[config.mk]
export PLATFORM = sky130hd
export DESIGN_NAME = arp_request_responder_core_flat
export DESIGN_NICKNAME = d
export VERILOG_FILES = /design/src/hdl/arpr_pkg.sv /design/src/hdl/arpr_in_if.sv /design/src/hdl/arpr_out_if.sv /design/src/hdl/arpr_rx.sv /design/src/hdl/arpr_tx.sv /design/src/hdl/arp_request_responder_core.sv /design/src/flat_wrapper.sv
export SDC_FILE = /design/constraint.sdc
export NUM_CORES = 1
export LEC_CHECK = 0
export ABC_CLOCK_PERIOD_IN_PS = 11900
export BUFFER_PORTS_ARGS = -buffer_cell sky130_fd_sc_hd__buf_2
export CORE_ASPECT_RATIO = 1.1
export CORE_MARGIN = 10
export CORE_UTILIZATION = 55
export DETAILED_ROUTE_END_ITERATION = 12
export MAX_ROUTING_LAYER = met4
export PLACE_DENSITY = 0.78
export SYNTH_ARGS = -nofsm -noshare
export SYNTH_HDL_FRONTEND = slang
export SYNTH_HIERARCHICAL = 1
export SYNTH_SLANG_ARGS = --single-unit
[constraint.sdc]
create_clock -name i_clk -period 11.9 [get_ports i_clk]
set_input_delay 2.38 -clock i_clk [delete_from_list [all_inputs] [get_ports i_clk]]
set_output_delay 2.38 -clock i_clk [all_outputs]
set_load 0.02 [all_outputs]
[src/hdl/arpr_pkg.sv]
// ----------------------------------------------------------------------------
// ARP responder package
// Shared types and constants of the ARP request responder.
// ----------------------------------------------------------------------------
package arpr_pkg;

    localparam int unsigned ARP_LEN = 42;
    localparam int unsigned REPLY_W = ARP_LEN * 8;

    localparam logic [5:0] POS_MAX      = 6'd63;
    localparam logic [5:0] POS_LAST     = 6'(ARP_LEN - 1);
    localparam logic [5:0] POS_ETYPE_HI = 6'd12;
    localparam logic [5:0] POS_ETYPE_LO = 6'd13;
    localparam logic [5:0] POS_OPER_HI  = 6'd20;
    localparam logic [5:0] POS_OPER_LO  = 6'd21;
    localparam logic [5:0] POS_SHA      = 6'd22;
    localparam logic [5:0] POS_SPA      = 6'd28;
    localparam logic [5:0] POS_THA      = 6'd32;
    localparam logic [5:0] POS_TPA      = 6'd38;

    localparam logic [15:0] ETYPE_ARP   = 16'h0806;
    localparam logic [15:0] HTYPE_ETH   = 16'h0001;
    localparam logic [15:0] PTYPE_IPV4  = 16'h0800;
    localparam logic [7:0]  HLEN_ETH    = 8'd6;
    localparam logic [7:0]  PLEN_IPV4   = 8'd4;
    localparam logic [15:0] OPER_REQ    = 16'h0001;
    localparam logic [15:0] OPER_REPLY  = 16'h0002;

    localparam int unsigned CFG_IDX_W  = 1;
    localparam int unsigned CFG_DATA_W = 48;
    localparam logic [CFG_IDX_W-1:0] REG_STATION_MAC = 1'd0;
    localparam logic [CFG_IDX_W-1:0] REG_STATION_IP  = 1'd1;

    typedef struct packed {
        logic [47:0] rq_mac;
        logic [31:0] rq_ip;
        logic [47:0] st_mac;
        logic [31:0] st_ip;
    } t_reply_src;

    typedef struct packed {
        logic hit;
        logic near_end;
    } t_rx_stat;

endpackage

[src/hdl/arpr_in_if.sv]
// ----------------------------------------------------------------------------
// Frame input channel
// Valid/ready channel carrying one received frame byte per item.
// ----------------------------------------------------------------------------
interface arpr_in_if;
    logic       valid;
    logic       ready;
    logic [7:0] frame_byte;
    logic       end_of_frame;

    modport source (output valid, output frame_byte, output end_of_frame, input ready);
    modport sink   (input valid, input frame_byte, input end_of_frame, output ready);
endinterface

[src/hdl/arpr_out_if.sv]
// ----------------------------------------------------------------------------
// Reply output channel
// Valid/ready channel carrying one ARP reply byte per item.
// ----------------------------------------------------------------------------
interface arpr_out_if;
    logic       valid;
    logic       ready;
    logic [7:0] reply_byte;
    logic       reply_last;

    modport source (output valid, output reply_byte, output reply_last, input ready);
    modport sink   (input valid, input reply_byte, input reply_last, output ready);
endinterface

[src/hdl/arpr_rx.sv]
// ----------------------------------------------------------------------------
// ARP request parser
// Tracks byte position, header checks, sender addresses and target match.
// ----------------------------------------------------------------------------
module arpr_rx (
    input  logic                  i_clk,
    input  logic                  i_rst_n,
    input  logic                  i_fire,
    input  logic [7:0]            i_byte,
    input  logic                  i_eof,
    input  logic [31:0]           i_station_ip,
    input  logic [47:0]           i_station_mac,
    output arpr_pkg::t_rx_stat    o_stat,
    output arpr_pkg::t_reply_src  o_src
);

    logic [5:0]  r_pos,    n_pos;
    logic        r_hdr_ok, n_hdr_ok;
    logic        r_tgt_ok, n_tgt_ok;
    logic [47:0] r_rq_mac, n_rq_mac;
    logic [31:0] r_rq_ip,  n_rq_ip;
    logic [5:0]  w_tpa_k;
    logic [7:0]  w_ip_byte;
    logic        w_hit;

    assign w_tpa_k = r_pos - arpr_pkg::POS_TPA;

    always_comb begin
        case (w_tpa_k[1:0])
            2'd0:    w_ip_byte = i_station_ip[31:24];
            2'd1:    w_ip_byte = i_station_ip[23:16];
            2'd2:    w_ip_byte = i_station_ip[15:8];
            default: w_ip_byte = i_station_ip[7:0];
        endcase
    end

    always_comb begin
        n_pos    = r_pos;
        n_hdr_ok = r_hdr_ok;
        n_tgt_ok = r_tgt_ok;
        n_rq_mac = r_rq_mac;
        n_rq_ip  = r_rq_ip;
        w_hit    = 1'b0;
        if (i_fire) begin
            if (r_pos <= arpr_pkg::POS_LAST) begin
                if (r_pos == arpr_pkg::POS_ETYPE_HI && i_byte != arpr_pkg::ETYPE_ARP[15:8])
                    n_hdr_ok = 1'b0;
                if (r_pos == arpr_pkg::POS_ETYPE_LO && i_byte != arpr_pkg::ETYPE_ARP[7:0])
                    n_hdr_ok = 1'b0;
                if (r_pos == arpr_pkg::POS_OPER_HI && i_byte != arpr_pkg::OPER_REQ[15:8])
                    n_hdr_ok = 1'b0;
                if (r_pos == arpr_pkg::POS_OPER_LO && i_byte != arpr_pkg::OPER_REQ[7:0])
                    n_hdr_ok = 1'b0;
                if (r_pos >= arpr_pkg::POS_SHA && r_pos < arpr_pkg::POS_SPA)
                    n_rq_mac = {r_rq_mac[39:0], i_byte};
                if (r_pos >= arpr_pkg::POS_SPA && r_pos < arpr_pkg::POS_THA)
                    n_rq_ip = {r_rq_ip[23:0], i_byte};
                if (r_pos >= arpr_pkg::POS_TPA && i_byte != w_ip_byte)
                    n_tgt_ok = 1'b0;
            end
            if (r_pos != arpr_pkg::POS_MAX)
                n_pos = r_pos + 6'd1;
            if (i_eof) begin
                w_hit    = (r_pos >= arpr_pkg::POS_LAST) && n_hdr_ok && n_tgt_ok;
                n_pos    = '0;
                n_hdr_ok = 1'b1;
                n_tgt_ok = 1'b1;
                n_rq_mac = '0;
                n_rq_ip  = '0;
            end
        end
    end

    always_ff @(posedge i_clk) begin
        if (!i_rst_n) begin
            r_pos    <= '0;
            r_hdr_ok <= 1'b1;
            r_tgt_ok <= 1'b1;
            r_rq_mac <= '0;
            r_rq_ip  <= '0;
        end else begin
            r_pos    <= n_pos;
            r_hdr_ok <= n_hdr_ok;
            r_tgt_ok <= n_tgt_ok;
            r_rq_mac <= n_rq_mac;
            r_rq_ip  <= n_rq_ip;
        end
    end

    assign o_stat.hit      = w_hit;
    assign o_stat.near_end = (r_pos >= arpr_pkg::POS_LAST);
    assign o_src.rq_mac    = r_rq_mac;
    assign o_src.rq_ip     = r_rq_ip;
    assign o_src.st_mac    = i_station_mac;
    assign o_src.st_ip     = i_station_ip;

    hit_needs_length: assert property (@(posedge i_clk) disable iff (!i_rst_n)
        w_hit |-> (i_fire && i_eof && r_pos >= arpr_pkg::POS_LAST))
        else $error("reply raised on a short or unflagged frame");

    eof_clears: assert property (@(posedge i_clk) disable iff (!i_rst_n)
        (i_fire && i_eof) |=> (r_pos == '0 && r_hdr_ok && r_tgt_ok))
        else $error("frame state not cleared after end of frame");

endmodule

[src/hdl/arpr_tx.sv]
// ----------------------------------------------------------------------------
// ARP reply generator
// Loads a full reply frame into a shift register and sends it byte by byte.
// ----------------------------------------------------------------------------
module arpr_tx (
    input  logic                 i_clk,
    input  logic                 i_rst_n,
    input  logic                 i_load,
    input  arpr_pkg::t_reply_src i_src,
    output logic                 o_busy,
    arpr_out_if.source           o_reply
);

    logic [arpr_pkg::REPLY_W-1:0] r_shift, n_shift;
    logic [5:0]                   r_idx,   n_idx;
    logic                         r_busy,  n_busy;
    logic                         w_fire;
    logic                         w_last;

    assign w_fire = r_busy && o_reply.ready;
    assign w_last = (r_idx == arpr_pkg::POS_LAST);

    always_comb begin
        n_shift = r_shift;
        n_idx   = r_idx;
        n_busy  = r_busy;
        if (w_fire) begin
            n_shift = {r_shift[arpr_pkg::REPLY_W-9:0], 8'h00};
            n_idx   = r_idx + 6'd1;
            if (w_last)
                n_busy = 1'b0;
        end
        if (i_load) begin
            n_shift = {i_src.rq_mac, i_src.st_mac, arpr_pkg::ETYPE_ARP,
                       arpr_pkg::HTYPE_ETH, arpr_pkg::PTYPE_IPV4,
                       arpr_pkg::HLEN_ETH, arpr_pkg::PLEN_IPV4, arpr_pkg::OPER_REPLY,
                       i_src.st_mac, i_src.st_ip, i_src.rq_mac, i_src.rq_ip};
            n_idx   = '0;
            n_busy  = 1'b1;
        end
    end

    always_ff @(posedge i_clk) begin
        if (!i_rst_n) begin
            r_busy <= 1'b0;
            r_idx  <= '0;
        end else begin
            r_busy <= n_busy;
            r_idx  <= n_idx;
        end
        r_shift <= n_shift;
    end

    // free for a new load once the final byte is leaving
    assign o_busy             = r_busy && !(w_fire && w_last);
    assign o_reply.valid      = r_busy;
    assign o_reply.reply_byte = r_shift[arpr_pkg::REPLY_W-1 -: 8];
    assign o_reply.reply_last = w_last;

    load_when_idle: assert property (@(posedge i_clk) disable iff (!i_rst_n)
        i_load |-> (!r_busy || (w_fire && w_last)))
        else $error("reply loaded over one still in flight");

    last_ends_burst: assert property (@(posedge i_clk) disable iff (!i_rst_n)
        (w_fire && w_last && !i_load) |=> !r_busy)
        else $error("burst continues past final byte");

    load_starts_burst: assert property (@(posedge i_clk) disable iff (!i_rst_n)
        i_load |=> (r_busy && r_idx == '0))
        else $error("reply load did not start a burst");

endmodule

[src/hdl/arp_request_responder_core.sv]
// ----------------------------------------------------------------------------
// ARP request responder core
// Answers ARP requests for the station IPv4 address with a 42-byte reply.
//
//   channel   dir  payload                      handshake
//   i_frame   in   frame_byte[7:0], end_of_frame valid/ready
//   o_reply   out  reply_byte[7:0], reply_last   valid/ready
//   i_cfg_*   in   index[0], data[47:0]          write enable, no wait
//
// One frame byte per cycle while the input is not stalled; parsing is a single registered pass.
// A matching request loads a 42-byte reply that leaves at one item per cycle while o_reply is ready,
// the first one valid in the cycle after its end-of-frame byte is taken.
// Input stalls only when a frame's 42nd or later byte arrives while an earlier
// reply still has items beyond the one accepted in that cycle.
// Reset is synchronous, active low; no clearing pass.
// ----------------------------------------------------------------------------
module arp_request_responder_core (
    input  logic                                i_clk,
    input  logic                                i_rst_n,
    arpr_in_if.sink                             i_frame,
    arpr_out_if.source                          o_reply,
    input  logic                                i_cfg_wr_en,
    input  logic [arpr_pkg::CFG_IDX_W-1:0]      i_cfg_index,
    input  logic [arpr_pkg::CFG_DATA_W-1:0]     i_cfg_data
);

    logic [47:0]          r_station_mac;
    logic [31:0]          r_station_ip;
    logic                 w_fire;
    logic                 w_tx_busy;
    arpr_pkg::t_rx_stat   w_stat;
    arpr_pkg::t_reply_src w_src;

    always_ff @(posedge i_clk) begin
        if (!i_rst_n) begin
            r_station_mac <= '0;
            r_station_ip  <= '0;
        end else if (i_cfg_wr_en) begin
            case (i_cfg_index)
                arpr_pkg::REG_STATION_MAC: r_station_mac <= i_cfg_data[47:0];
                arpr_pkg::REG_STATION_IP:  r_station_ip  <= i_cfg_data[31:0];
                default: ;
            endcase
        end
    end

    assign i_frame.ready = !(w_tx_busy && w_stat.near_end);
    assign w_fire        = i_frame.valid && i_frame.ready;

    arpr_rx u_rx (
        .i_clk         (i_clk),
        .i_rst_n       (i_rst_n),
        .i_fire        (w_fire),
        .i_byte        (i_frame.frame_byte),
        .i_eof         (i_frame.end_of_frame),
        .i_station_ip  (r_station_ip),
        .i_station_mac (r_station_mac),
        .o_stat        (w_stat),
        .o_src         (w_src)
    );

    arpr_tx u_tx (
        .i_clk   (i_clk),
        .i_rst_n (i_rst_n),
        .i_load  (w_stat.hit),
        .i_src   (w_src),
        .o_busy  (w_tx_busy),
        .o_reply (o_reply)
    );

endmodule
[src/flat_wrapper.sv]
// flat-port wrapper written by rule: the top's interface ports become plain ports
module arp_request_responder_core_flat 
  (i_clk, i_rst_n, i_cfg_wr_en, i_cfg_index, i_cfg_data, i_frame_valid, i_frame_frame_byte, i_frame_end_of_frame, i_frame_ready, o_reply_valid, o_reply_reply_byte, o_reply_reply_last, o_reply_ready);
  arpr_in_if i_frame_i ();
  arpr_out_if o_reply_i ();
  input  logic i_clk;
  input  logic i_rst_n;
  input  logic i_cfg_wr_en;
  input  logic [arpr_pkg::CFG_IDX_W-1:0] i_cfg_index;
  input  logic [arpr_pkg::CFG_DATA_W-1:0] i_cfg_data;
  input wire logic [$bits(i_frame_i.valid)-1:0] i_frame_valid;
  input wire logic [$bits(i_frame_i.frame_byte)-1:0] i_frame_frame_byte;
  input wire logic [$bits(i_frame_i.end_of_frame)-1:0] i_frame_end_of_frame;
  output wire logic [$bits(i_frame_i.ready)-1:0] i_frame_ready;
  output wire logic [$bits(o_reply_i.valid)-1:0] o_reply_valid;
  output wire logic [$bits(o_reply_i.reply_byte)-1:0] o_reply_reply_byte;
  output wire logic [$bits(o_reply_i.reply_last)-1:0] o_reply_reply_last;
  input wire logic [$bits(o_reply_i.ready)-1:0] o_reply_ready;
  assign i_frame_i.valid = i_frame_valid;
  assign i_frame_i.frame_byte = i_frame_frame_byte;
  assign i_frame_i.end_of_frame = i_frame_end_of_frame;
  assign i_frame_ready = i_frame_i.ready;
  assign o_reply_valid = o_reply_i.valid;
  assign o_reply_reply_byte = o_reply_i.reply_byte;
  assign o_reply_reply_last = o_reply_i.reply_last;
  assign o_reply_i.ready = o_reply_ready;
  arp_request_responder_core u_core (.i_clk(i_clk), .i_rst_n(i_rst_n), .i_frame(i_frame_i), .o_reply(o_reply_i), .i_cfg_wr_en(i_cfg_wr_en), .i_cfg_index(i_cfg_index), .i_cfg_data(i_cfg_data));
endmodule
==> results.cfg, run 1 <==
[die]
ios = 74
num_rows = 75
core_um2 = 38300
dieHeight_um = 227
design.die.area_um2 = 47300
die_width_um = 208
initial_utilization = 0.560

[global_routing]
grt_pass1_wl_mm = 70.3
grt_antenna_before_repair = 1
grt_max_degree = 236
globalRouteTotalUtil = 0.185
grt_pass1_vias = 13159
grt_overflow = 0

[cts]
path_clk_slew_ns = 0.06
root_buffer = clkbuf_16
post-cts-setup-buffers = 0
clockBufferDepth = 3
numClockSinks = 511
clock_latency_ns = 0.57
cts_made_buffers = 49
ctsHoldBuffers = 0
cts_resized = 0
cts_tree = built
htreeDepth = 2

[power_and_ir_drop]
power-per-cell-area_nw_per_um2 = 154
p_sw_uw = 721
power_frac_clock = 0.437
p_int_mw = 2.77
power.leakage_nw = 7.80
ir_drop_mv = 0.110
pwr-share-seq = 0.535
p_comb_frac = 0.028
swShare = 0.206

[cells_and_area]
post_layout_nonfiller_instances = 2360
drive_gt1_frac = 0.115
synthToLayoutAreaGrowth_pct = 5.71
finalCoreUtilization = 0.591
nets = 1889

[logic_synthesis]
synth-adder-area-share = 0.00467
synth_commonest_cells = nand2_1, edfxtp_1, dfxtp_1
async_flop_share = 0
synth_top_family_by_area = compound AO/OA/AOI/OAI gates
synth_nets = 1988
yosysTopAreaCellShare = 0.359
yosys.area_share.simple = 0.125
yosysSeqAreaShare = 0.597
synth.top_cells.by_area = edfxtp_1, dfxtp_1, nand2_1
synthFlopType = edfxtp_1
synth.avg_cell_area_um2 = 11.2
syn_inst = 1917
ys_seq_elements = 511
ys_types = 56
synth_area_um2 = 21400
synth_edf_count = 256
synthMuxAreaShare = 0.0416
synthXorXnorAreaFrac = 0.00532
yosysTopAreaCell = edfxtp_1
synth_most_common_cell = nand2_1
yosys_warnings = 6
synth_compound_area_frac = 0.153

[timing]
max_freq_mhz = 158
fin_crit_ns = 6.32
setup-violations-final = 0
timing.hold.ws_ns = 0.448
finalSetupTns_ns = 0
worst_pin_slew_ns = 1.09
slew_violations = 0
rsz0062_at_grt = false
finalWorstSetupSlack_ns = 5.58
relSlewSlack = 0.271
fin_worst_skew_ns = 0.0231
final_hold_viol_count = 0
period_share = 0.531

[setup_path]
cp-start-kind = input port
worstPathRequired_ns = 12.08
crit_arrival_ns = 6.50
worst_setup_path_end_kind = register
crit_type = in2reg
cp_max_fo = 82

[drt]
ant_nets = 0
totalWireLength_mm = 44.0
routedWlPerCell_um = 18.7
drtIter0Drc = 1409
post-route-drc-count = 0
vias_per_cell = 5.85
vias = 13797
dr.pass1.iters = 6

[placed_design]
dp_cells = 2267
port_buffers = 73
place_congestion = 0.862
hpwl_mm = 25.6
place_ws_ns = 5.04

[run_status]
status = completed

[job]
cap_viol_max_count = 0

[min_path]
hold_class = reg2reg
[cell type report]
class / instances / area [µm²]
fill: 3043 / 15600
sequential: 511 / 12800
multi-input combinational: 1152 / 7080
clock buffer: 77 / 1460
tap: 500 / 626
timing repair buffer: 89 / 504
clock inverter: 15 / 128
inverter: 15 / 56.3
antenna: 1 / 2.50
[worst max-delay path, cell delays in order]
cell and delay, ns:
buf_2 0.15, a41oi_1 0.13, nand2_1 0.12, and2_1 0.33, nand2_1 0.12, nor2_1 0.16
o211a_4 0.68, nand2b_4 0.53, buf_4 0.82, buf_4 0.92
[power groups by stage]
| stage | registers (mW) | clock network, mW | logic, mW |
|---|---|---|---|
| after floorplan | 1.90 | 0 | 0.0878 |
| after global placement | 1.90 | 0 | 0.0950 |
| after detailed placement | 1.90 | 0 | 0.0969 |
| after CTS | 1.87 | 1.55 | 0.0974 |
| after global routing | 1.87 | 1.62 | 0.107 |
| final | 1.87 | 1.53 | 0.0978 |
[sequential cells by signal, indices dropped and copies added (netlist names), 6 cells and up]
name,count
u_core/r_station_ip,32
u_core/r_station_mac,48
u_core/u_rx/r_pos,6
u_core/u_rx/r_rq_ip,32
u_core/u_rx/r_rq_mac,48
u_core/u_tx/r_idx,6
u_core/u_tx/r_shift,336
[logic make-up after synthesis]
family	count (synthesis)
XOR/XNOR	13
multiplexers	89
flip-flops	511
AO/OA/AOI/OAI	435
buffers and inverters	254
AND/OR/NAND/NOR	607
adder cells (fa/ha/maj)	8
[placed cells by master, fill, tap and decap left out, types with 3 or more instances in the layout]
cell type and count:
nor2_1 15, nand2_1 458, clkbuf_16 52, buf_4 15, a21boi_0 28, buf_2 72, o21ai_0 31, clkinv_1 4
nand2b_1 3, nand3b_1 10, edfxtp_1 256, a21boi_2 20, a22oi_1 32, mux2i_1 89, clkbuf_8 6, nand4_1 4
xnor2_1 11, o21ai_1 30, or3_1 4, ha_1 8, clkbuf_1 19, clkinv_2 7, a222oi_1 8, dfxtp_1 255
nand3_1 34, inv_1 13, nand3_2 20, nor2b_1 36, a22o_1 192, and2_1 10, a21oi_1 76
[final timing paths]
| kind | start | endpoint | slack, ns | cells past startpoint |
|---|---|---|---|---|
| worst max-delay path | o_reply_ready | u_core/u_tx/r_shift[273] | 5.58 | 10 |
| worst max register to register | u_core/u_rx/r_pos[0] | u_core/u_tx/r_shift[273] | 5.90 | 11 |
| worst min-delay path | u_core/u_tx/r_shift[226] | u_core/u_tx/r_shift[234] | 0.45 | 2 |
| worst min register to register | u_core/u_tx/r_shift[226] | u_core/u_tx/r_shift[234] | 0.45 | 2 |
[per-layer routing]
layer  track usage  vias up  share of wire  routed length [µm]
li1              -     6512              -                   -
met1         0.242     6790           0.44               19600
met2         0.292      422           0.47               20800
met3        0.0262       73          0.054                2390
met4        0.0664        0          0.028                1250
met5             -        -              0                   0
[stage by stage]
| stage | instance area [µm²] | power (mW) |
|---|---|---|
| after floorplan | 21400 | 1.98 |
| after global placement | 21100 | 2.00 |
| after detailed placement | 21100 | 2.00 |
| after CTS | 22600 | 3.51 |
| after global routing | 22600 | 3.59 |
| final | 22600 | 3.49 |
No activity file was read; power rests on OpenSTA's default activity.
==> inputs of run 2 (changes only) <==
--- a/config.mk
+++ b/config.mk
@@ -5,7 +5,8 @@
 export SDC_FILE = /design/constraint.sdc
 export NUM_CORES = 1
 export LEC_CHECK = 0
-export ABC_CLOCK_PERIOD_IN_PS = 11900
+export ABC_AREA = 1
+export ABC_CLOCK_PERIOD_IN_PS = 6500
 export BUFFER_PORTS_ARGS = -buffer_cell sky130_fd_sc_hd__buf_2
 export CORE_ASPECT_RATIO = 1.1
 export CORE_MARGIN = 10
==> constraint.sdc (replaced) <==
create_clock -name i_clk -period 6.5 [get_ports i_clk]
set_input_delay 1.3 -clock i_clk [delete_from_list [all_inputs] [get_ports i_clk]]
set_output_delay 1.3 -clock i_clk [all_outputs]
set_load 0.02 [all_outputs]
==> run 2 against run 1 <==
  * Critical path depth rose by 6
  * Die area rose by 2.1%
  * Sequential cell count did not move
  * Global-route usage rose by 1.7 points
  * Total power rose by 91%
  * Final cell count rose by 25%
  * Largest cell class unchanged
==> results.cfg, run 2 <==
[run_status]
status = completed

[timing]
finalSetupTns_ns = 0
fin_crit_ns = 4.54
final_hold_viol_count = 0
setup-violations-final = 0
fin_worst_skew_ns = 0.0205
relSlewSlack = 0.270
worst_pin_slew_ns = 1.10
max_freq_mhz = 220
slew_violations = 0
timing.hold.ws_ns = 0.457
period_share = 0.698
rsz0062_at_grt = false

[cts]
root_buffer = clkbuf_16
clockBufferDepth = 3
ctsHoldBuffers = 0
htreeDepth = 2
path_clk_slew_ns = 0.06
numClockSinks = 511
cts_tree = built
post-cts-setup-buffers = 0
cts_made_buffers = 50
clock_latency_ns = 0.58
cts_resized = 0

[global_routing]
grt_overflow = 0
grt_pass1_wl_mm = 78.4
globalRouteTotalUtil = 0.202
met3_usage = 0.0266
grt_util_met2 = 0.315
use_met1 = 0.271
grt_antenna_before_repair = 0
grt_pass1_vias = 15466
grt_busiest_layer = met2
grt_max_degree = 129

[logic_synthesis]
async_flop_share = 0
synth_area_um2 = 21900
ys_types = 35
yosysTopAreaCellShare = 0.351
synthFlopType = edfxtp_1
yosysSeqAreaShare = 0.584
synth_most_common_cell = nand2_1
synth_nets = 2579
synth.avg_cell_area_um2 = 8.74
syn_inst = 2508
synth_edf_count = 256
ys_seq_elements = 511
yosys_warnings = 6
synth.top_cells.by_area = edfxtp_1, dfxtp_1, nand2_1
yosysTopAreaCell = edfxtp_1
synth_commonest_cells = nand2_1, o21ai_0, nor2_1

[cells_and_area]
final_common_cell = nand2_1
drive_gt1_frac = 0.0892
design_area_um2 = 23300
n_antenna_cell = 0
largest_reg_flops = 336
fill_cells = 3326
synthToLayoutAreaGrowth_pct = 6.46
post_layout_nonfiller_instances = 2939
final_cell_mix = nand2_1, o21ai_0, nor2_1, edfxtp_1, dfxtp_1
nets = 2461
largest-register = u_core/u_tx/r_shift
reg_top3 = u_core/u_tx/r_shift (336), u_core/r_station_mac (48), u_core/u_rx/r_rq_mac (48)

[placed_design]
port_buffers = 73
placed_area_um2 = 21600
place_congestion = 0.895
hpwl_mm = 28.5
dp_cells = 2845

[die]
core_um2 = 39300
die_width_um = 210
design.die.area_um2 = 48200
ios = 74
dieHeight_um = 229
initial_utilization = 0.558
num_rows = 76

[drt]
dr.pass1.iters = 6
routedWlPerCell_um = 16.9
post-route-drc-count = 0
totalWireLength_mm = 49.5
vias = 16531
vias_per_cell = 5.62
drtIter0Drc = 1907
ant_nets = 0

[setup_path]
endpoint = u_core/u_tx/r_idx[0]
crit_type = reg2reg
cp-start-kind = register
reg2reg_depth = 16
rr_endpoint = u_core/u_tx/r_idx[0]
cp_max_fo = 81
crit_path_start = u_core/u_rx/r_pos[1]
r2r_setup_slack_ns = 1.96
worst_setup_path_end_kind = register
crit_arrival_ns = 4.99
worstPathRequired_ns = 6.95
r2r_start = u_core/u_rx/r_pos[1]

[power_and_ir_drop]
p_int_mw = 5.26
power_frac_clock = 0.454
swShare = 0.212
ir_drop_mv = 0.210
p_comb_frac = 0.034
pwr-share-seq = 0.512
p_sw_mw = 1.42
power.leakage_nw = 9.77
power-per-cell-area_nw_per_um2 = 286

[min_path]
hold_class = reg2reg

[job]
cap_viol_max_count = 0
## run 2: cell count changes in the layout (fill, tap and decap cells not counted), sizes merged, moves of 32 or more
| cell | before | now |
|---|---|---|
| nand3 | 54 | 144 |
| a21oi | 77 | 120 |
| nand2 | 459 | 647 |
| a22oi | 32 | 0 |
| inv | 17 | 108 |
| nor2 | 16 | 314 |
| nor2b | 37 | 0 |
| o21ai | 63 | 370 |
| mux2i | 89 | 0 |
| a22o | 192 | 0 |
| a21boi | 48 | 0 |
## run 2: area by class of cell
class / count / area, µm² / share of cell area
multi-input combinational: 1632 / 7220 / 0.309
sequential: 511 / 12800 / 0.548
tap: 507 / 634 / 0.0272
clock inverter: 23 / 278 / 0.0119
timing repair buffer: 90 / 518 / 0.0222
clock buffer: 71 / 1480 / 0.0636
inverter: 105 / 402 / 0.0172
## run 2: per-layer routing
metal,routed length [µm],share of wire
met2,23300,0.47
met5,0,0
met1,21700,0.44
met3,3410,0.069
met4,1100,0.022
## run 2: through the flow
stage	power [mW]	util	setup slack, ns
floorplan	3.68	-	0.159
global placement	3.71	0.549	1.62
detailed placement	3.71	0.549	1.56
CTS	6.73	0.594	2.01
global route	6.88	0.594	1.63
finish	6.68	0.594	1.96
## run 2: critical path, stage by stage, from the launching register on
cell	delay, ns
dfxtp_1	0.36
inv_1	0.16
ha_1	0.44
inv_1	0.27
or2_2	0.35
nand3_1	0.08
nand2_1	0.05
inv_1	0.04
nand2_1	0.05
nor2_1	0.08
nand2_1	0.13
a21oi_4	0.23
buf_4	0.71
buf_4	0.85
nor2_1	0.26
inv_1	0.15
nor3_1	0.06
## run 2: cells by family after synthesis
| family | after synthesis | share of synthesized area |
|---|---|---|
| compound gates | 497 | 0.115 |
| fa+ha+maj | 8 | 0.00457 |
| buf+inv | 365 | 0.0887 |
| flops | 511 | 0.584 |
| simple gates | 1127 | 0.208 |
## run 2: worst min path at each step
stage,start,to,slack [ns],depth (start not counted)
after floorplan,u_core/u_tx/r_shift[153],u_core/u_tx/r_shift[161],0.42,2
after global placement,u_core/u_tx/r_shift[153],u_core/u_tx/r_shift[161],0.43,2
after detailed placement,u_core/u_tx/r_shift[153],u_core/u_tx/r_shift[161],0.45,2
after CTS,u_core/u_rx/r_rq_ip[26],u_core/u_rx/r_rq_ip[26],0.46,2
after global routing,u_core/u_rx/r_rq_ip[26],u_core/u_rx/r_rq_ip[26],0.48,2
final,u_core/u_tx/r_shift[200],u_core/u_tx/r_shift[208],0.46,2
## run 2: power groups by stage
stage / logic (mW) / registers (mW) / clock network (mW)
2_1_floorplan: 0.199 / 3.48 / 0
3_3_place_gp: 0.221 / 3.49 / 0
3_5_place_dp: 0.224 / 3.49 / 0
4_1_cts: 0.225 / 3.42 / 3.08
5_1_grt: 0.253 / 3.42 / 3.21
6_report: 0.228 / 3.42 / 3.03
==> inputs of run 3 (changes only) <==
--- a/config.mk
+++ b/config.mk
@@ -6,14 +6,14 @@
 export NUM_CORES = 1
 export LEC_CHECK = 0
 export ABC_AREA = 1
-export ABC_CLOCK_PERIOD_IN_PS = 6500
+export ABC_CLOCK_PERIOD_IN_PS = 4100
 export BUFFER_PORTS_ARGS = -buffer_cell sky130_fd_sc_hd__buf_2
 export CORE_ASPECT_RATIO = 1.1
 export CORE_MARGIN = 10
 export CORE_UTILIZATION = 55
 export DETAILED_ROUTE_END_ITERATION = 12
 export MAX_ROUTING_LAYER = met4
-export PLACE_DENSITY = 0.78
+export PLACE_DENSITY = 0.81
 export SYNTH_ARGS = -nofsm -noshare
 export SYNTH_HDL_FRONTEND = slang
 export SYNTH_HIERARCHICAL = 1
==> constraint.sdc (replaced) <==
create_clock -name i_clk -period 4.1 [get_ports i_clk]
set_input_delay 0.82 -clock i_clk [delete_from_list [all_inputs] [get_ports i_clk]]
set_output_delay 0.82 -clock i_clk [all_outputs]
set_load 0.02 [all_outputs]
==> run 3 against run 2 <==
  * Register-to-register slack worse by 1.6 ns
  * Wire length rose by 0.70%
  * Hold slack got worse by 0.0057 ns
  * Critical path depth is 1 lower
  * Sequential share of layout area grew 0.36 points
  * Critical path type unchanged
==> results.cfg, run 3 (synthesis gave the netlist of run 2 again) <==
[run_status]
status = completed

[placed_design]
place_congestion = 0.929
hpwl_mm = 29.9
place_ws_ns = 0.466
port_buffers = 73

[timing]
finalSetupTns_ns = 0
finalWorstSetupSlack_ns = 0.368
timing.hold.ws_ns = 0.452
rsz0062_at_grt = false
fin_crit_ns = 3.73
setup-violations-final = 0
fin_worst_skew_ns = 0.0182
worst_pin_slew_ns = 1.09
final_hold_viol_count = 0
relSlewSlack = 0.273
period_share = 0.910
slew_violations = 0
max_freq_mhz = 268

[setup_path]
r2r_start = u_core/u_rx/r_pos[0]
cp_max_fo = 106
worstPathRequired_ns = 4.48
cpMostUsedCell = nand2_1
crit_path_start = u_core/u_rx/r_pos[0]
slowest_delay_ns = 0.83
critPathSlowestCell = buf_4
reg2reg_depth = 15
cp-start-kind = register
worst_setup_path_end_kind = register
crit_arrival_ns = 4.12
crit_type = reg2reg
crit_chain = inv_1 -> ha_1 -> nand2_1 -> nand3_1 -> nand2_1 -> nand3_1 -> nand2_1 -> nand2_1 -> nor2_1 -> nand2_1 -> a21oi_4 -> inv_8 -> buf_4 -> nand2_1 -> o21ai_0

[global_routing]
grt_antenna_before_repair = 0
grt_pass1_wl_mm = 80.2
globalRouteTotalUtil = 0.207
grt_max_degree = 168
grt_pass1_vias = 15608
grt_overflow = 0

[drt]
post-route-drc-count = 0
drtIter0Drc = 1899
vias_per_cell = 5.62
vias = 16521
dr.pass1.iters = 5
routedWlPerCell_um = 17.0
totalWireLength_mm = 49.9
ant_nets = 0

[cts]
post-cts-setup-buffers = 0
path_clk_slew_ns = 0.06
htreeDepth = 2
numClockSinks = 511
cts_made_buffers = 48
ctsHoldBuffers = 0
cts_tree = built
cts_resized = 0
root_buffer = clkbuf_16
clockBufferDepth = 3
clock_latency_ns = 0.57

[cells_and_area]
nets = 2465
drive_gt1_frac = 0.0843
synthToLayoutAreaGrowth_pct = 5.76
final_cell_mix = nand2_1, o21ai_0, nor2_1, edfxtp_1, dfxtp_1
reg_top3 = u_core/u_tx/r_shift (336), u_core/r_station_mac (48), u_core/u_rx/r_rq_mac (48)
final_common_cell = nand2_1
finalCoreUtilization = 0.590
n_antenna_cell = 0
largest_reg_flops = 336
largest-register = u_core/u_tx/r_shift

[power_and_ir_drop]
power.total_mw = 10.1
power-per-cell-area_nw_per_um2 = 435
power.leakage_nw = 9.68
ir_drop_mv = 0.272

[die]
die_width_um = 210
core_um2 = 39300
initial_utilization = 0.558
dieHeight_um = 229
num_rows = 76
design.die.area_um2 = 48200
ios = 74

[min_path]
hold_class = reg2reg
holdPathStages = 2
hold_start = u_core/u_tx/r_shift[153]

[job]
cap_viol_max_count = 0
## run 3: cell types whose count changed in the layout (fill, tap and decap cells not counted), moves of 2 or more
cell / change
clkbuf_1: +6
clkbuf_8: -6
clkinv_1: +6
buf_12: +5
clkbuf_16: -4
clkinv_2: -3
bufinv_16: -2
clkinv_8: -2
clkinvlp_4: +2
inv_8: -2
## run 3: critical path, delay by kind of cell, from the launching register on
family / cells / cell delay, ns
flops: 1 / 0.34
simple gates: 9 / 1.00
compound gates: 2 / 0.34
buf+inv: 3 / 1.21
fa+ha+maj: 1 / 0.58
## run 3: power breakdown
group	switching (mW)	internal (mW)
clock network	1.85	2.44
registers	0.0485	5.37
logic	0.255	0.110
total	2.15	7.92
## run 3: layout make-up
| cell class | count | area, µm² |
|---|---|---|
| Fill cell | 3294 | 16100 |
| Sequential cell | 511 | 12800 |
| Multi-Input combinational cell | 1632 | 7220 |
| Clock buffer | 67 | 1320 |
| Clock inverter | 21 | 176 |
| Tap cell | 507 | 634 |
| Inverter | 105 | 402 |
| Timing Repair Buffer | 96 | 626 |
## run 3: final timing paths
kind	end	slack, ns
max	u_core/u_tx/r_shift[64]	0.37
min	u_core/u_tx/r_shift[161]	0.45
max reg2reg	u_core/u_tx/r_shift[64]	0.37
min reg2reg	u_core/u_tx/r_shift[161]	0.45
## run 3: per-layer routing
| metal | wire [µm] | up-vias | global-route usage |
|---|---|---|---|
| met4 | 1450 | 0 | 0.0727 |
| met5 | 0 | - | - |
| met3 | 3410 | 86 | 0.0275 |
| li1 | - | 7947 | - |
| met1 | 21100 | 7856 | 0.269 |
| met2 | 23900 | 632 | 0.326 |
## run 3: per-stage QoR
step	area, µm²	cells
2_1_floorplan	21900	2508
3_3_place_gp	21700	2851
3_5_place_dp	21700	2851
4_1_cts	23200	2939
5_1_grt	23200	2939
6_report	23200	2939
